**config.mk**
```make
export PLATFORM = sky130hd
export DESIGN_NAME = psde_cell
export DESIGN_NICKNAME = d
export VERILOG_FILES = /design/src/hdl/psde_pkg.sv /design/src/hdl/psde_cell.sv
export SDC_FILE = /design/constraint.sdc
export NUM_CORES = 1
export LEC_CHECK = 0
export BUFFER_PORTS_ARGS = -buffer_cell sky130_fd_sc_hd__buf_2
export CORE_ASPECT_RATIO = 1.2
export CORE_MARGIN = 1.5
export CORE_UTILIZATION = 50
export CTS_BUF_LIST = sky130_fd_sc_hd__clkbuf_2 sky130_fd_sc_hd__clkbuf_4 sky130_fd_sc_hd__clkbuf_8
export DETAILED_ROUTE_END_ITERATION = 6
export PLACE_DENSITY = 0.77
export SETUP_SLACK_MARGIN = 0.05
export SYNTH_ARGS = -nofsm -noshare
export SYNTH_HDL_FRONTEND = slang
export SYNTH_SLANG_ARGS = --single-unit
export TNS_END_PERCENT = 20
```
**constraint.sdc**
```tcl
create_clock -name clk -period 6.05 [get_ports clk]
set_input_delay 0.3025 -clock clk [delete_from_list [all_inputs] [get_ports clk]]
set_output_delay 0.3025 -clock clk [all_outputs]
set_load 0.01 [all_outputs]
```
**src/hdl/psde_pkg.sv**
```systemverilog
package psde_pkg;

  // Default sizing of the dictionary
  localparam int MAX_STATES_DEF = 256;
  localparam int LAYERS_DEF     = 70;

  // Field widths on the ports
  localparam int LO_W    = 64;
  localparam int HI_W    = 6;
  localparam int IN_BITS = LO_W + HI_W;
  localparam int IDX_OW  = 8;
  localparam int CNT_OW  = 9;
  localparam int S_TDATA_W = ((IN_BITS + 7) / 8) * 8;
  localparam int M_TDATA_W = ((IDX_OW + CNT_OW + 7) / 8) * 8;

  // Control flags that travel with each word along the cell chain
  typedef struct packed {
    logic valid;
    logic fs;
    logic resolved;
    logic is_new;
  } psde_ctl_t;

endpackage

```
**src/hdl/psde_cell.sv**
```systemverilog
module psde_cell #(
  parameter int LAYERS     = psde_pkg::LAYERS_DEF,
  parameter int MAX_STATES = psde_pkg::MAX_STATES_DEF,
  parameter int CELL_IDX   = 0
) (
  input  logic                          clk,
  input  logic                          rst,
  input  logic                          en,
  input  psde_pkg::psde_ctl_t           in_ctl,
  input  logic [LAYERS-1:0]             in_vec,
  input  logic [$clog2(MAX_STATES)-1:0] in_idx,
  output psde_pkg::psde_ctl_t           out_ctl,
  output logic [LAYERS-1:0]             out_vec,
  output logic [$clog2(MAX_STATES)-1:0] out_idx
);

  localparam int IDX_W = $clog2(MAX_STATES);

  logic                ent_valid;
  logic [LAYERS-1:0]   ent_vec;
  logic                eff_valid;
  logic                hit;
  logic                claim;
  logic                take;
  psde_pkg::psde_ctl_t ctl_next;
  logic [IDX_W-1:0]    idx_next;

  // A frame start sees this entry as empty; an unresolved word claims the first empty entry
  assign eff_valid = ent_valid && !in_ctl.fs;
  assign hit       = eff_valid && (ent_vec == in_vec);
  assign claim     = in_ctl.valid && !in_ctl.resolved && !eff_valid;
  assign take      = in_ctl.valid && !in_ctl.resolved && (hit || claim);

  // Tag the word with this entry's index when it resolves here
  always_comb begin
    ctl_next = in_ctl;
    idx_next = in_idx;
    if (take) begin
      ctl_next.resolved = 1'b1;
      ctl_next.is_new   = claim;
      idx_next          = IDX_W'(CELL_IDX);
    end
  end

  // Hold entry state; a frame start empties it as it passes
  always_ff @(posedge clk) begin
    if (rst) begin
      ent_valid <= 1'b0;
      out_ctl   <= '0;
    end else if (en) begin
      out_ctl <= ctl_next;
      if (claim) begin
        ent_valid <= 1'b1;
      end else if (in_ctl.valid && in_ctl.fs) begin
        ent_valid <= 1'b0;
      end
    end
  end

  // Advance payload and store a claimed vector
  always_ff @(posedge clk) begin
    if (en) begin
      out_vec <= in_vec;
      out_idx <= idx_next;
      if (claim) begin
        ent_vec <= in_vec;
      end
    end
  end

endmodule

```
## After elaboration in Yosys (flattened, before gate mapping)

Index checks and enable logic that the tools add are counted.

- Register bits after elaboration: 153
- Output and inout bits: 82
- Word-level logic and storage cells: 25

- Equal/unequal tests: 1
- Mux-type cells: 3
- Reductions and logical operators: 13

Operators with widths:

| kind | number |
|---|---|
| 70-bit equality test | 1 |
| 1-bit logical AND | 6 |
| 2-bit AND reduction | 2 |
| 1-bit zero test | 3 |
| 1-bit 2-to-1 mux | 2 |
| 2-bit 2-to-1 mux | 1 |
| 2-bit nonzero test | 1 |
| 1-bit logical OR | 1 |

## Logic depth before layout (Yosys ltp)

- Word-level depth: 7
- Gate-level depth with buffers: 6

## Least setup slack after synthesis

OpenSTA, ideal clock, no wires.

- Kind: input to register
- Start: input en
- End: register ent_vec[0], enable pin
- Arrival time: 3,664 ps
- Data required time: 5,550 ps
- Slack: 1,885 ps
- Stages on the path: 3
- Path buffers: 1
- Cell sequence: clkbuf_1 -> inv_1 -> nor2_1

- Word-level cells in the longest chain between the ends: 1

RTL lines:

| what | line | RTL |
|---|---|---|
| start: declaration | psde_cell.sv:8 | `input logic en,` |
| 2-bit AND reduction (no source line) | n/a |  |
| end signal: assignment | psde_cell.sv:66 | `ent_vec <= in_vec;` |
| end: declaration | psde_cell.sv:20 | `logic [LAYERS-1:0] ent_vec;` |

Every way passes these cells.
A chain may end at the register's enable or synchronous reset.

## Worst setup path after layout

- Start: register ent_valid
- End: register ent_vec[44], enable pin

- Word-level cells in the longest chain between the ends: 4

RTL lines:

| what | line | RTL |
|---|---|---|
| start: declaration | psde_cell.sv:19 | `logic ent_valid;` |
| start signal: assignment | psde_cell.sv:48 | `ent_valid <= 1'b0;` |
| start signal: assignment | psde_cell.sv:53 | `ent_valid <= 1'b1;` |
| start signal: assignment | psde_cell.sv:55 | `ent_valid <= 1'b0;` |
| 1-bit logical AND | psde_cell.sv:29 | `assign eff_valid = ent_valid && !in_ctl.fs;` |
| 1-bit zero test | psde_cell.sv:31 | `assign claim = in_ctl.valid && !in_ctl.resolved && !eff_valid;` |
| 1-bit logical AND | psde_cell.sv:31 |  |
| 2-bit AND reduction (no source line) | n/a |  |

Every way passes these cells.

==> results by group <==
Synthesis
  • Largest family of logic cells by synthesized area: XOR/XNOR gates
  • Mux cell area share after synthesis: 0.182%
  • Syn Area/Cell: a little under 20 sq um
  • Synthesized Nets: 364
  • Synth Instances: 279
  • Adder-cell area share of the yosys netlist: 0%
  • Compound-Gate Fraction of Synth Area: 1.20%
  • Ys Warns: 0
  • Synth area leader: edfxtp_1
  • Yosys reg bits: 153
  • Ys async rst share: 0%
  • Largest cells by area after synthesis: edfxtp_1, xor2_1, dfxtp_1
  • Most common cell in the netlist: edfxtp_1
  • EDFF count, synth: between 100 and 150
  • Library cells used by synthesis: 22
  • Yosys top cell area share: 80.6%
  • Mapped cell area: between 5000 and 6000 sq um
  • Post-synthesis xor/xnor area fraction: 11.1%
  • Synth cell count leaders: edfxtp_1, xor2_1, nor4_1
  • Synth Flop Type: edfxtp_1
  • Sequential fraction of the synthesis area: 82.5%
  • Simple-Gate Fraction of Synth Area: around 4.7%

Final layout
  • Diodes inserted: 0
  • Core Util, Final: around 65%
  • Layout cell share with drive strength beyond 1: 44.1%
  • Area growth from synthesis to layout: 25.1%
  • Number of fill cells: 769
  • Final net count: 550

Floorplan
  • Site row count: 41
  • I/O pin cnt: 167
  • Core Area: about 11000 sq um
  • Die footprint: 11700 sq um
  • Die Span X: 98.8 microns
  • Die height: 118 microns
  • Initial Util: 51.9%

Routing
  • WL met2: between 5000 and 6000 microns
  • First-pass DRT Iterations: 7
  • DRC violations left: 7
  • Routed length per instance: 16.5 microns
  • Via count: 3011
  • Vias/cell: 4.98
  • Top Metal Used: met4
  • Detailed Route WL: 9970 microns
  • Detail Route Antenna Nets: 0
  • Wl on met1: 3970 microns
  • Metal3 WL: 509 microns
  • 1st-iter DRT viols: 130

Worst setup path
  • Buf/Inv on CP: 2
  • Crit path arrival time: 2.37 ns
  • Crit Path Max Fanout: 36
  • Worst setup SP type: register
  • Reg-to-reg endpoint: ent_vec[44]
  • R2R Setup Slk: between 3 and 4 ns
  • CP max stage cell: nor2_4
  • R2r startpoint: ent_valid
  • Critical path class: register to register
  • Critical path, cell by cell: inv_1 > o21ai_0 > nor2_4 > buf_4
  • Max incr delay on CP: 0.80 ns
  • Crit. Startpoint: ent_valid
  • Worst setup EP type: register
  • Required @ worst endpoint: 6.13 ns
  • Reg2reg path depth: 4
  • Crit-path leading delay family: simple AND/OR/NAND/NOR gates

STA
  • Skew final: between 0.007 and 0.008 ns
  • Upper clock frequency limit: 0.436 GHz
  • Min Clock Period, post-route: approximately 2.3 ns
  • Hold WS: ~0.086 ns
  • Final period utilization: between 30% and 40%
  • Number of setup violations in the final report: 0
  • Actual slew at the worst max-slew pin: approximately 1.0 ns
  • RSZ-0062 raised after global routing: false
  • Final count of hold timing violations: 0
  • Relative slew slack: 32.8%
  • Final worst setup slack: ~3.8 ns
  • Setup TNS: 0 ns
  • Max Transition Viols Final: 0

Power and ir drop
  • Power Dens Cells: 310 nW/um^2
  • Leakage power: roughly 2.7 nW
  • Maximum vdd drop: 191 uV

GRT
  • Vias in the first global route: 3081
  • Largest net degree at the start of global routing: 46
  • All-Layer GR Usage: between 15 and 20%
  • First-pass GRT wire length: 15300 microns
  • Gr ovfl total: 0
  • Initial antenna violation count: 0

Clock network
  • CTS root buffer: clkbuf_8
  • Worst-path clk slew: 0.08 ns
  • Maximum root-to-sink buffer count: 2
  • H-tree depth: 4
  • Cts bufs inserted: 17
  • Worst skew pair latency: approximately 0.43 ns
  • CTS hold repair buffers: 0
  • # resized after CTS: 0
  • Setup Buffers After CTS: 0
  • CTS tree: done
  • Clk sink count: 153

Placement
  • Pre-CTS setup slack: 3.25 ns
  • HPWL Detailed: between 7000 and 8000 microns
  • RD Place Congestion: 0.734
  • IO Port Bufs: 166

Worst hold path
  • WHS Endpoint: ent_vec[17]
  • Hold wc startpoint: in_vec[17]
  • Worst Hold Class: primary input to register
  • Hold Path Depth: 1

Flow run
  • Max Cap Violations: 0

Outcome
  • Failing checks: DRC
  • Run status: finished, violations left
-- worst max path at each step --
stage | slack [ns] | depth (start not counted) | to
3_3_place_gp | 3.40 | 4 | ent_vec[47]
4_1_cts | 3.71 | 4 | ent_vec[42]
5_1_grt | 3.60 | 4 | ent_vec[44]
3_5_place_dp | 3.25 | 4 | ent_vec[47]
2_1_floorplan | 1.89 | 3 | ent_vec[0]
6_report | 3.76 | 4 | ent_vec[44]
-- flip-flops by register name (all words and copies together), names as in the netlist --
| signal | flops |
|---|---|
| out_vec | 70 |
| out_idx | 8 |
| ent_valid | 1 |
| ent_vec | 70 |
| out_ctl | 4 |
-- cell type report --
class / instances / area, sq um / area share [%]
Multi-Input combinational cell: 121 / 956 / 13.9
Inverter: 4 / 15.0 / 0.218
Sequential cell: 153 / 4540 / 65.9
Tap cell: 129 / 161 / 2.34
Clock inverter: 12 / 129 / 1.87
Timing Repair Buffer: 168 / 848 / 12.3
Clock buffer: 18 / 241 / 3.50
-- worst reg2reg max path, stage by stage (launching register included) --
cell and delay (ns):
dfxtp_1 0.31, inv_1 0.06, o21ai_0 0.18, nor2_4 0.81
buf_4 0.57
-- metrics by stage --
step | instances | power (mW) | instance area [sq um]
final | 605 | 2.14 | 6900
after CTS | 605 | 2.16 | 6900
after detailed placement | 575 | 1.44 | 6530
after global placement | 575 | 1.43 | 6530
after global routing | 605 | 2.22 | 6900
after floorplan | 279 | 1.33 | 5510
-- kinds of logic after synthesis --
kind of cell,after synthesis
mux,1
flops,153
xor+xnor,70
buf+inv,5
simple gates,42
compound gates,8
-- cells in the final DEF (no fill, tap or decap), types with 2 or more instances in the layout --
master,count
buf_2,165
nor2b_1,2
nor4_1,15
clkinvlp_4,5
and2_2,8
a31oi_1,2
edfxtp_1,148
nor2_1,4
nand4_1,6
clkbuf_8,17
buf_4,3
inv_1,4
nor3_2,2
bufinv_16,2
xnor2_1,7
dfxtp_1,5
clkinv_2,2
nand2_1,3
xor2_1,63
-- power breakdown --
group	total, mW	leakage, nW	switching, mW	internal [mW]
clock network	0.723	0.174	0.359	0.364
registers	1.24	1.45	0.0157	1.23
logic	0.170	1.04	0.0995	0.0705
total	2.14	2.67	0.474	1.66
-- layer usage --
metal	vias to the layer above	GRT usage, %
met5	-	0
met4	0	6.88
met3	14	6.06
met2	88	29.5
met1	1474	20.8
li1	1435	-
Note: power is estimated with default switching activity, not from simulation.
