$ cat config.mk
export PLATFORM = sky130hd
export DESIGN_NAME = psde_out
export DESIGN_NICKNAME = d
export VERILOG_FILES = /design/src/hdl/psde_pkg.sv /design/src/hdl/psde_out.sv
export SDC_FILE = /design/constraint.sdc
export NUM_CORES = 1
export LEC_CHECK = 0
export ABC_AREA = 1
export BUFFER_PORTS_ARGS = -buffer_cell sky130_fd_sc_hd__buf_4
export CAP_MARGIN = 0
export CORE_MARGIN = 8
export CORE_UTILIZATION = 42
export CTS_CLUSTER_DIAMETER = 30
export DETAILED_ROUTE_END_ITERATION = 8
export GPL_TIMING_DRIVEN = 0
export PLACE_DENSITY_LB_ADDON = 0.3
export SETUP_SLACK_MARGIN = 0.02
export SLEW_MARGIN = 10
export SYNTH_ARGS = -nofsm -noshare
export SYNTH_HDL_FRONTEND = slang
export SYNTH_SLANG_ARGS = --single-unit
export TNS_END_PERCENT = 1
$ cat constraint.sdc
create_clock -name clk -period 1.1 [get_ports clk]
set_input_delay 0 -clock clk [delete_from_list [all_inputs] [get_ports clk]]
set_output_delay 0 -clock clk [all_outputs]
set_load 0.01 [all_outputs]
$ cat src/hdl/psde_pkg.sv
package psde_pkg;

  // Default sizing of the dictionary
  localparam int MAX_STATES_DEF = 256;
  localparam int LAYERS_DEF     = 70;

  // Field widths on the ports
  localparam int LO_W    = 64;
  localparam int HI_W    = 6;
  localparam int IN_BITS = LO_W + HI_W;
  localparam int IDX_OW  = 8;
  localparam int CNT_OW  = 9;
  localparam int S_TDATA_W = ((IN_BITS + 7) / 8) * 8;
  localparam int M_TDATA_W = ((IDX_OW + CNT_OW + 7) / 8) * 8;

  // Control flags that travel with each word along the cell chain
  typedef struct packed {
    logic valid;
    logic fs;
    logic resolved;
    logic is_new;
  } psde_ctl_t;

endpackage

$ cat src/hdl/psde_out.sv
module psde_out #(
  parameter int MAX_STATES = psde_pkg::MAX_STATES_DEF
) (
  input  logic                            clk,
  input  logic                            rst,
  input  psde_pkg::psde_ctl_t             in_ctl,
  input  logic [$clog2(MAX_STATES)-1:0]   in_idx,
  input  logic                            m_ready,
  output logic                            en,
  output logic                            m_valid,
  output logic [$clog2(MAX_STATES)-1:0]   idx_r,
  output logic                            new_r,
  output logic                            ovf_r,
  output logic [$clog2(MAX_STATES+1)-1:0] cnt
);

  localparam int IDX_W = $clog2(MAX_STATES);
  localparam int CNT_W = $clog2(MAX_STATES + 1);

  logic [CNT_W-1:0] cnt_next;

  // Advance the chain whenever the output slot is free or being drained
  assign en = !m_valid || m_ready;

  // Restart the count on a frame start, bump it on an insert
  assign cnt_next = (in_ctl.fs ? '0 : cnt) + CNT_W'(in_ctl.is_new);

  always_ff @(posedge clk) begin
    if (rst) begin
      m_valid <= 1'b0;
      cnt     <= '0;
    end else if (en) begin
      m_valid <= in_ctl.valid;
      if (in_ctl.valid) begin
        cnt <= cnt_next;
      end
    end
  end

  // Capture the result word; an unresolved word is an overflow with index zero
  always_ff @(posedge clk) begin
    if (en && in_ctl.valid) begin
      new_r <= in_ctl.is_new;
      ovf_r <= !in_ctl.resolved;
      idx_r <= in_ctl.resolved ? in_idx : '0;
    end
  end

`ifndef ASSERT_OFF
  a_ovf_full : assert property (@(posedge clk) disable iff (rst)
    m_valid && ovf_r |-> (cnt == CNT_W'(MAX_STATES)) && !new_r)
    else $error("overflow reported while dictionary not full");

  a_new_last : assert property (@(posedge clk) disable iff (rst)
    m_valid && new_r |-> (CNT_W'(idx_r) + CNT_W'(1)) == cnt)
    else $error("new entry index is not the last stored entry");

  a_hit_below : assert property (@(posedge clk) disable iff (rst)
    m_valid && !new_r && !ovf_r |-> CNT_W'(idx_r) < cnt)
    else $error("match index beyond stored entries");

  a_cnt_max : assert property (@(posedge clk) disable iff (rst)
    cnt <= CNT_W'(MAX_STATES))
    else $error("entry count beyond capacity");
`endif

endmodule

* Yosys cells after proc, flatten, opt, wreduce, memory -nomap -nowiden
Cells that the tools add are included.
Operators by class: add/subtract/negate cells 1, mux-type cells 1, reductions and logical operators 5
Operators with widths (number):
- $add 9x1->9 | 1
- $mux 9 | 1
- $logic_not 1->1 | 2
- $reduce_and 2->1 | 1
- $logic_and 1x1->1 | 1
- $logic_or 1x1->1 | 1
Storage, ports and cells: register bits after elaboration 20, input bits 15, output and inout bits 21, logic and storage cells 12

* Depth between registers and ports, before layout
Gate-level depths: netlist (run 1).
depth after elaboration 3, gate-level depth with buffers 11, depth with buffers taken out 11

* Worst setup path after synthesis (run 1)
OpenSTA, ideal clock, no wires.
path kind reg-to-reg, start point register cnt[0], end point register cnt[6], setup time 0.064 ns, arrival time 1.232 ns, required time 1.036 ns, slack -0.196 ns, cell stages (with the launch flop) 12, path buffers 0, period minus slack after synthesis 1.296 ns, cells stage by stage dfxtp_1 -> inv_1 -> nor2_1 -> ha_1 -> nand3_2 -> nor2_2 -> nand2_2 -> clkinv_2 -> nand2_2 -> nand2_1 -> inv_1 -> nor2_1
On the way: longest elaborated chain between the ends 2
Ends and longest elaborated chain:
- from (decl) | line psde_out.sv:14 | output logic [$clog2(MAX_STATES+1)-1:0] cnt
- from (signal assigned) | line psde_out.sv:35 | cnt <= cnt_next;
- $mux 9 | line psde_out.sv:26 | assign cnt_next = (in_ctl.fs ? '0 : cnt) + CNT_W'(in_ctl.is_new);
- $add 9x1->9 | line psde_out.sv:26
Every way passes these cells. A chain may end at the register's enable or synchronous reset.

* Worst setup path after layout (run 1)
start point register cnt[0], end point register cnt[3]
Same word-level chain as after synthesis.

==> metrics.md, run 1 <==
| Metric | Value |
|---|---|
| Outcome | finished with violations |
| Failing checks | negative setup slack |
| 1st-pass router iterations | 4 |
| Wire per inst | 12.4 um |
| Slew @ Worst Pin | 0.445 ns |
| Largest net degree at the start of global routing | 15 |
| Reg2reg path depth | 8 |
| Antenna Nets Post-Route | 0 |
| CTS root buffer | clkbuf_4 |
| Initial Util | 42.9% |
| CTS tree | built |
| Clock-pin slew on the worst setup and hold paths | 0.11 ns |
| Area share of the leading cell type in the synthesized netlist | 32.6% |
| Synth Warn # | 0 |
| Utilization after layout | 65.6% |
| Grt total ovfl | 0 |
| Layout cell share with drive strength beyond 1 | 35.8% |
| Setup violators final | 8 |
| Pre-CTS setup slack | -0.246 ns |
| Core ar. | 2150 sq um |
| Clk_skew | 0.000395 ns |
| Data arrival, critical path | 1.49 ns |
| Vias | 860 |
| FP Rows | 17 |
| Crit. End Element | flip-flop |
| Die area | 3950 sq um |
| Die width | 62.9 um |
| WL final | 2330 um |
| Yosys top cell by area | edfxtp_1 |
| Clk buf depth | 2 |
| Cells after Synth | 109 |
| CTS Buf Count | 3 |
| Vias/cell | 4.60 |
| Area contributors post-synth | edfxtp_1 33%, dfxtp_1 22%, nand2_1 12% |
| Post-synth EDFFs | 10 |
| Clock Sinks | 20 |
| Area Growth Syn to Fin | 52.9% |
| Number of global-route vias before repair | 850 |
| Final-report hold violation count | 0 |
| Max-slew headroom | 70.3% |
| Area of the mapped netlist | 922 sq um |
| DRC | 0 |
| Dpl cells | 171 |
| Count leader, synth | nand2_1 |
| Clock latency on the worst-skew pair | 0.30 ns |
| Mean area per synthesized cell | 8.46 sq um |
| DRT iter0 DRCs | 27 |
| CP Launch Type | flip-flop |
| Top-Level Pins | 36 |
| Setup TNS | -1.13 ns |
| Gr usage total | 11.3% |
| Hold path depth | 3 |
| RSZ-0062 raised after global routing | true |
| Inserted Diodes | 0 |
| Final Non-Filler Cells | 187 |
| Crit path time final | 1.28 ns |
| Post-synth top cells | 30 x nand2_1, 19 x inv_1, 11 x nor2_1 |
| Flops & latches, synth | 20 |
| Power per cell area | 1010 nW/um^2 |
| Post-Syn Nets | 126 |
| Gp weighted congestion | 0.808 |
| HPWL Detailed | 1580 um |
| Final Cycle Share | 116% |
| Req. time, crit path | 1.31 ns |
| I/O Buffers | 34 |
| Max-cap violations | 0 |
| Synth unique cells | 19 |
| Post-synth ARST share | 0% |
| First-pass GRT wire length | 3710 um |
| H-tree depth | 1 |
| Final net count | 177 |
| Leak | 0.674 nW |
| Worst vdd ir | 0.675 mV |
| Hold/Removal Path Class | input pin to flip-flop |
| Crit Path Category | flip-flop to flip-flop |
| Worst Slack Setup Final | -0.176 ns |
| CP max FO | 3 |
| Max Slew Vio Count | 0 |
| Synth Flop Type | edfxtp_1 |
| Initial antenna violation count | 0 |
| Max Fclk | 0.784 GHz |
| Seq/Total Area, Yosys | 54.3% |
| Die H | 62.9 um |
| FF-to-FF setup slack | -0.18 ns |
[power by group]
group	switching, mW	total (mW)	internal [mW]
sequential	0.0134	0.831	0.817
clock	0.226	0.358	0.133
combinational	0.111	0.230	0.119
total	0.350	1.42	1.07
[worst max-delay path, stage by stage (launching register included)]
cell     delay [ns]
dfxtp_2        0.36
inv_2          0.05
nor2_4         0.11
buf_4          0.13
ha_4           0.13
nand2_2        0.07
nor2_4         0.13
xor2_1         0.15
nor2_1         0.06
[repair_timing]
item	4_1_cts	5_1_grt
buffers inserted	2	0
resized for setup	2	9
setup endpoints to repair	19	19
hold buffers	10	0
hold endpoints to repair	12	0
pin swaps	5	3
[registers in the layout, summed over array words and instances (netlist names)]
signal / flops
cnt: 9
idx_r: 8
m_valid: 1
new_r: 1
ovf_r: 1
[routing by layer]
| layer | GRT usage (%) | wire (um) |
|---|---|---|
| met5 | 0 | 0 |
| met4 | 5.98 | 49 |
| met3 | 4.48 | 170 |
| met2 | 18.1 | 1090 |
| met1 | 12.4 | 1010 |
[cells in the final DEF, fill, tap and decap left out]
cell / instances
edfxtp_1: 10
inv_1: 18
dlygate4sd3_1: 10
ha_4: 2
dfxtp_2: 2
a21oi_4: 1
nor2_4: 3
nand3_1: 4
a21oi_1: 5
inv_2: 2
clkinv_1: 1
buf_4: 36
xor2_1: 1
nand3_4: 1
dfxtp_1: 8
nand2_1: 29
nor2_1: 10
nand2_2: 4
o21ai_0: 3
nand4_1: 1
clkbuf_1: 1
a31oi_1: 1
nand3_2: 2
inv_4: 1
clkbuf_4: 3
[final timing paths]
check | endpoint | start
setup reg to reg | cnt[3] | cnt[0]
setup / recovery | cnt[3] | cnt[0]
hold reg to reg | cnt[5] | cnt[5]
hold / removal | m_valid | in_ctl[3]
[final cells by class]
| class | count | area, sq um |
|---|---|---|
| inverter | 21 | 81.3 |
| clock buffer | 3 | 22.5 |
| sequential | 20 | 503 |
| multi-input combinational | 67 | 390 |
| timing repair buffer | 46 | 370 |
| tap | 28 | 35.0 |
| fill | 173 | 738 |
| clock inverter | 1 | 3.75 |
| buffer | 1 | 3.75 |
[kinds of logic after synthesis]
kind of cell             after synthesis  share of synthesized area (%)
AO/OA/AOI/OAI                         10                           6.78
XOR/XNOR                               1                          0.950
adder cells (fa/ha/maj)                2                           2.71
buffers and inverters                 22                           9.09
flip-flops                            20                           54.3
AND/OR/NAND/NOR                       54                           26.2
[through the flow]
| step | cell area, sq um | hold slack [ns] | power, mW |
|---|---|---|---|
| 6_report | 1410 | 0.0181 | 1.42 |
| 5_1_grt | 1410 | 0.0294 | 1.48 |
| 4_1_cts | 1360 | 0.0165 | 1.42 |
| 3_5_place_dp | 1220 | 0.194 | 1.03 |
| 3_3_place_gp | 1220 | 0.193 | 1.02 |
| 2_1_floorplan | 928 | 0.0691 | 0.924 |
No activity file was read; power rests on OpenSTA's default activity.
==> inputs of run 2 (changes only) <==
CORE_ASPECT_RATIO = 0.7   (was not set)
SKIP_LAST_GASP = 1   (was not set)
==> metrics.md, run 2 (synthesis gave the netlist of run 1 again) <==
| Metric | Value |
|---|---|
| 1st-pass router iterations | 4 (unchanged) |
| R2R Path End | cnt[2] (was cnt[3]) |
| Die area | 3980 sq um (was 3950 sq um) |
| Reg area | 502 sq um (was 503 sq um) |
| Final net count | 180 (was 177) |
| Reg2reg path depth | 8 (unchanged) |
| Crit-path cells | inv_2 -> nor2_4 -> ha_4 -> nand3_4 -> buf_4 -> nor2_1 -> o21ai_1 -> a31oi_1 (was inv_2 -> nor2_4 -> buf_4 -> ha_4 -> nand2_2 -> nor2_4 -> xor2_1 -> nor2_1) |
| Wire per inst | 13.5 um (was 12.4 um) |
| Initial antenna violation count | 0 (unchanged) |
| Reg-to-reg startpoint | cnt[0] (unchanged) |
| Worst vdd ir | 0.700 mV (was 0.675 mV) |
| Utilization after layout | 67.2% (was 65.6%) |
| Design area | 1420 sq um (was 1410 sq um) |
| CP max FO | 2 (was 3) |
| Area Growth Syn to Fin | 54.4% (was 52.9%) |
| Die width | 72.0 um (was 62.9 um) |
| Crit Path Category | flip-flop to flip-flop (unchanged) |
| Antenna Nets Post-Route | 0 (unchanged) |
| Hold WS | 0.0255 ns (was 0.0181 ns) |
| Vias/cell | 4.69 (was 4.60) |
| Number of global-route vias before repair | 938 (was 850) |
| Largest net degree at the start of global routing | 15 (unchanged) |
| Outcome | finished with violations (unchanged) |
| Clock Sinks | 20 (unchanged) |
| Max-slew headroom | 74.2% (was 70.3%) |
| Final-report hold violation count | 0 (unchanged) |
| Crit. End Element | flip-flop (unchanged) |
| Max Fclk | 0.727 GHz (was 0.784 GHz) |
| Largest register FFs | 9 (unchanged) |
| Gr usage total | 13.1% (was 11.3%) |
| Layout cell share with drive strength beyond 1 | 35.8% (about the same) |
| Clk_skew | 0.00886 ns (was 0.000395 ns) |
| Top-Level Pins | 36 (unchanged) |
| Top reg by flops | cnt (unchanged) |
| Clock latency on the worst-skew pair | 0.31 ns (was 0.30 ns) |
| Core ar. | 2120 sq um (was 2150 sq um) |
| Initial Util | 43.5% (was 42.9%) |
| Commonest non-fill, non-tap cell in the layout | buf_4 (unchanged) |
| Hold/Removal Path Class | input pin to flip-flop (unchanged) |
| HPWL Detailed | 1740 um (was 1580 um) |
| I/O Buffers | 34 (unchanged) |
| Req. time, crit path | 1.33 ns (was 1.31 ns) |
| Max Slew Vio Count | 0 (unchanged) |
| FF-to-FF setup slack | -0.28 ns (was -0.18 ns) |
| Worst path slowest cell | dfxtp_2 (unchanged) |
| Inserted Diodes | 0 (unchanged) |
| Hold path depth | 3 (unchanged) |
| CTS tree | built (unchanged) |
| CTS root buffer | clkbuf_4 (unchanged) |
| FP Rows | 14 (was 17) |
| Leak | 0.686 nW (was 0.674 nW) |
| RSZ-0062 raised after global routing | true (unchanged) |
| Area post-placement | 1220 sq um (about the same) |
| Clk buf depth | 2 (unchanged) |
| Min-delay src | in_ctl[3] (unchanged) |
| CP Launch Type | flip-flop (unchanged) |
| Grt total ovfl | 0 (unchanged) |
| Final Cycle Share | 125% (was 116%) |
| Most frequent cells in the layout | 39 x buf_4, 30 x nand2_1, 18 x inv_1 (was 36 x buf_4, 29 x nand2_1, 18 x inv_1) |
| WL final | 2620 um (was 2330 um) |
| First-pass GRT wire length | 4170 um (was 3710 um) |
| Worst Slack Setup Final | -0.276 ns (was -0.176 ns) |
| Clock-pin slew on the worst setup and hold paths | 0.11 ns (about the same) |
| Slowest stage delay, CP | 0.35 ns (was 0.36 ns) |
| Fill count | 161 (was 173) |
| Slew @ Worst Pin | 0.387 ns (was 0.445 ns) |
| Setup violators final | 8 (unchanged) |
| Data arrival, critical path | 1.61 ns (was 1.49 ns) |
| CTS Buf Count | 3 (unchanged) |
| Die H | 55.2 um (was 62.9 um) |
| Multi-input gate area | 378 sq um (was 390 sq um) |
| Max-cap violations | 0 (unchanged) |
| DRC | 0 (unchanged) |
| Crit path time final | 1.38 ns (was 1.28 ns) |
| Registers with the most flip-flops | cnt: 9 flops, idx_r: 8 flops (unchanged) |
| Endpoint, Worst Hold | m_valid (unchanged) |
| H-tree depth | 1 (unchanged) |
| Vias | 909 (was 860) |
| DRT iter0 DRCs | 27 (unchanged) |
| Power per cell area | 1010 nW/um^2 (about the same) |
| Failing checks | negative setup slack (unchanged) |
| Gp weighted congestion | 0.791 (was 0.808) |
## run 2: worst max-delay path: cells and delay by family, from the launching register on
kind / cells / cell delay (ns)
fa+ha+maj: 1 / 0.16
simple gates: 3 / 0.29
compound gates: 2 / 0.30
flops: 1 / 0.35
buf+inv: 2 / 0.20
## run 2: layout make-up
class | count | share of cell area [%]
plain buffers | 1 | 0.264
clock buffers | 3 | 1.58
clock inverters | 1 | 0.264
inverters | 21 | 5.71
multi-input cells | 67 | 26.5
flip-flops and latches | 20 | 35.2
well taps | 32 | 2.81
repair buffers | 49 | 27.6
## run 2: worst max-delay path by stage
stage / from / endpoint / slack (ns) / cells past startpoint
after global placement: cnt[0] / cnt[6] / -0.21 / 11
after CTS: cnt[0] / cnt[4] / -0.23 / 10
after global routing: cnt[0] / cnt[2] / -0.32 / 8
after floorplan: cnt[0] / cnt[6] / -0.17 / 11
final: cnt[0] / cnt[2] / -0.28 / 8
after detailed placement: cnt[0] / cnt[4] / -0.26 / 10
## run 2: routing by layer
layer | vias to the layer above | GRT usage [%] | routed length (um)
met4 | 0 | 6.67 | 48
met2 | 29 | 22.4 | 1350
met3 | 4 | 5.58 | 176
met1 | 430 | 13.4 | 1040
met5 | - | 0 | 0
li1 | 446 | - | -
## run 2: repair_timing
item | CTS | global route
pin swaps | 4 | 4
setup endpoints to repair | 19 | 19
gates resized for setup | 3 | 6
buffers inserted | 3 | 2
hold buffers | 9 | 1
cloned | 0 | 0
hold endpoints to repair | 12 | 3
## run 2: metrics by stage
stage / setup TNS [ns] / cells / power, mW / setup slack [ns]
after floorplan: -0.734 / 109 / 0.924 / -0.168
after global placement: -1.23 / 175 / 1.02 / -0.211
after detailed placement: -1.86 / 175 / 1.03 / -0.256
after CTS: -2.12 / 191 / 1.42 / -0.234
after global routing: -2.19 / 194 / 1.50 / -0.324
final: -1.51 / 194 / 1.43 / -0.276
## run 2: power by group
| part | leakage [nW] | total [mW] | switching [mW] | internal, mW |
|---|---|---|---|---|
| logic | 0.490 | 0.243 | 0.118 | 0.126 |
| clock network | 0.0154 | 0.361 | 0.228 | 0.133 |
| registers | 0.181 | 0.829 | 0.0127 | 0.816 |
==> inputs of run 3 (changes only) <==
BUFFER_PORTS_ARGS = not set   (was -buffer_cell sky130_fd_sc_hd__buf_4)
CORE_ASPECT_RATIO = not set   (was 0.7)
CORE_UTILIZATION = 53   (was 42)
CTS_CLUSTER_SIZE = 16   (was not set)
DONT_BUFFER_PORTS = 1   (was not set)
==> metrics.md, run 3 (synthesis gave the netlist of run 1 again) <==
| Metric | Value |
|---|---|
| CTS Buf Count | 3 (unchanged) |
| Setup violators final | 19 (was 8) |
| CP Launch Type | flip-flop (unchanged) |
| Clock-pin slew on the worst setup and hold paths | 0.11 ns (about the same) |
| Comb pwr share | 9.6% (was 17.0%) |
| Die H | 57.7 um (was 55.2 um) |
| RSZ-0062 raised after global routing | true (unchanged) |
| Pre-CTS setup slack | -0.301 ns (was -0.256 ns) |
| Core ar. | 1690 sq um (was 2120 sq um) |
| H-tree depth | 1 (unchanged) |
| Reg2reg path depth | 8 (unchanged) |
| Initial antenna violation count | 0 (unchanged) |
| Worst path slowest cell | dfxtp_4 (was dfxtp_2) |
| Most frequent cells in the layout | 29 x nand2_1, 18 x inv_1, 12 x dlygate4sd3_1 (was 39 x buf_4, 30 x nand2_1, 18 x inv_1) |
| DRT iter0 DRCs | 18 (was 27) |
| Crit Path Category | flip-flop to flip-flop (unchanged) |
| Final net count | 146 (was 180) |
| CP max FO | 2 (unchanged) |
| Fill count | 119 (was 161) |
| Die width | 57.7 um (was 72.0 um) |
| FP Rows | 15 (was 14) |
| Antenna Nets Post-Route | 0 (unchanged) |
| DRC | 0 (unchanged) |
| Commonest non-fill, non-tap cell in the layout | nand2_1 (was buf_4) |
| Data arrival, critical path | 1.56 ns (was 1.61 ns) |
| First-pass GRT wire length | 3280 um (was 4170 um) |
| Total chip power | 1.40 mW (was 1.43 mW) |
| Sw Share | 23.0% (was 25.0%) |
| Power per cell area | 1190 nW/um^2 (was 1010 nW/um^2) |
| Max Fclk | 0.755 GHz (was 0.727 GHz) |
| Worst vdd ir | 0.852 mV (was 0.700 mV) |
| Largest register FFs | 9 (unchanged) |
| Largest net degree at the start of global routing | 15 (unchanged) |
| Outcome | finished with violations (unchanged) |
| Clk_skew | 0.00347 ns (was 0.00886 ns) |
| Area Growth Syn to Fin | 28.0% (was 54.4%) |
| Switching pwr | 0.324 mW (was 0.359 mW) |
| Final Cycle Share | 120% (was 125%) |
| Number of global-route vias before repair | 706 (was 938) |
| Leak | 0.522 nW (was 0.686 nW) |
| Gp weighted congestion | 0.749 (was 0.791) |
| Utilization after layout | 69.9% (was 67.2%) |
| CTS tree | built (unchanged) |
| Clk pwr share | 30.0% (was 25.2%) |
| Vias | 753 (was 909) |
| Wire per inst | 14.7 um (was 13.5 um) |
| HPWL Detailed | 1400 um (was 1740 um) |
| Top-Level Pins | 36 (unchanged) |
| Area post-placement | 950 sq um (was 1220 sq um) |
| Grt total ovfl | 0 (unchanged) |
| Crit. End Element | flip-flop (unchanged) |
| Design area | 1180 sq um (was 1420 sq um) |
| Crit-path cells | inv_2 -> nor2_4 -> ha_4 -> nand3_4 -> buf_4 -> nor2_1 -> o21ai_0 -> a31oi_1 (was inv_2 -> nor2_4 -> ha_4 -> nand3_4 -> buf_4 -> nor2_1 -> o21ai_1 -> a31oi_1) |
| Gr usage total | 12.7% (was 13.1%) |
| Crit path time final | 1.32 ns (was 1.38 ns) |
| Die area | 3330 sq um (was 3980 sq um) |
| Clock latency on the worst-skew pair | 0.30 ns (was 0.31 ns) |
| Max-cap violations | 0 (unchanged) |
| Layout cell share with drive strength beyond 1 | 18.8% (was 35.8%) |
| Top reg by flops | cnt (unchanged) |
| Hold/Removal Path Class | input pin to flip-flop (unchanged) |
| Initial Util | 54.6% (was 43.5%) |
| Pint | 1.08 mW (was 1.07 mW) |
| Max Slew Vio Count | 0 (unchanged) |
| Sequential power share | 60.4% (was 57.8%) |
| Failing checks | negative setup slack (unchanged) |
| CTS root buffer | clkbuf_4 (unchanged) |
| Max-slew headroom | 70.2% (was 74.2%) |
| 1st-pass router iterations | 4 (unchanged) |
| Final-report hold violation count | 0 (unchanged) |
| Clk buf depth | 2 (unchanged) |
| Slowest stage delay, CP | 0.38 ns (was 0.35 ns) |
| Clock Sinks | 20 (unchanged) |
| Slew @ Worst Pin | 0.446 ns (was 0.387 ns) |
| Vias/cell | 5.19 (was 4.69) |
| Inserted Diodes | 0 (unchanged) |
| Worst Slack Setup Final | -0.224 ns (was -0.276 ns) |
| Setup TNS | -2.21 ns (was -1.51 ns) |
| Registers with the most flip-flops | cnt: 9 flops, idx_r: 8 flops (unchanged) |
| WL final | 2130 um (was 2620 um) |
| I/O Buffers | 0 (was 34) |
| Hold path depth | 3 (unchanged) |
| Req. time, crit path | 1.34 ns (was 1.33 ns) |
run 3: layout make-up:
| cell class | count | area [sq um] | area share (%) |
|---|---|---|---|
| Inverter | 21 | 81.3 | 6.89 |
| Clock buffer | 4 | 36.3 | 3.08 |
| Sequential cell | 20 | 504 | 42.7 |
| Multi-Input combinational cell | 67 | 390 | 33.1 |
| Timing Repair Buffer | 15 | 143 | 12.1 |
| Buffer | 1 | 3.75 | 0.318 |
| Tap cell | 17 | 21.3 | 1.80 |
run 3: what timing repair did:
item / 4_1_cts / 5_1_grt
pin swaps: 4 / 5
endpoints found under the setup margin: 19 / 19
gates resized for setup: 2 / 9
hold buffers: 12 / 0
hold endpoints to repair: 19 / 0
buffers inserted: 3 / 0
run 3: metrics by stage:
| step | instances | hold WS [ns] |
|---|---|---|
| after floorplan | 109 | 0.0691 |
| after global placement | 126 | 0.0708 |
| after detailed placement | 126 | 0.0750 |
| after CTS | 145 | 0.00658 |
| after global routing | 145 | 0.00610 |
| final | 145 | 0.00323 |
run 3: power by group through the flow:
| stage | combinational [mW] | sequential [mW] | clock, mW |
|---|---|---|---|
| floorplan | 0.0629 | 0.861 | 0 |
| global placement | 0.0746 | 0.866 | 0 |
| detailed placement | 0.0785 | 0.867 | 0 |
| CTS | 0.122 | 0.850 | 0.431 |
| global route | 0.149 | 0.851 | 0.460 |
| finish | 0.135 | 0.848 | 0.421 |
run 3: per-layer routing:
metal	vias up	GRT usage, %	wire length [um]
li1	377	-	-
met1	338	12.3	764
met2	33	21.5	1100
met3	5	7.06	225
met4	0	5.94	36
met5	-	0	0
run 3: worst max-delay path, delay by kind of cell, from the launching register on:
| family | cells | cell delay (ns) |
|---|---|---|
| buffers and inverters | 2 | 0.21 |
| AO/OA/AOI/OAI | 2 | 0.22 |
| flip-flops | 1 | 0.38 |
| adder cells (fa/ha/maj) | 1 | 0.15 |
| AND/OR/NAND/NOR | 3 | 0.32 |
run 3: worst paths after layout:
path | start | endpoint | slack (ns)
setup / recovery | cnt[0] | cnt[2] | -0.22
hold / removal | m_ready | m_valid | 0.003
setup reg to reg | cnt[0] | cnt[2] | -0.22
hold reg to reg | cnt[5] | cnt[5] | 0.55
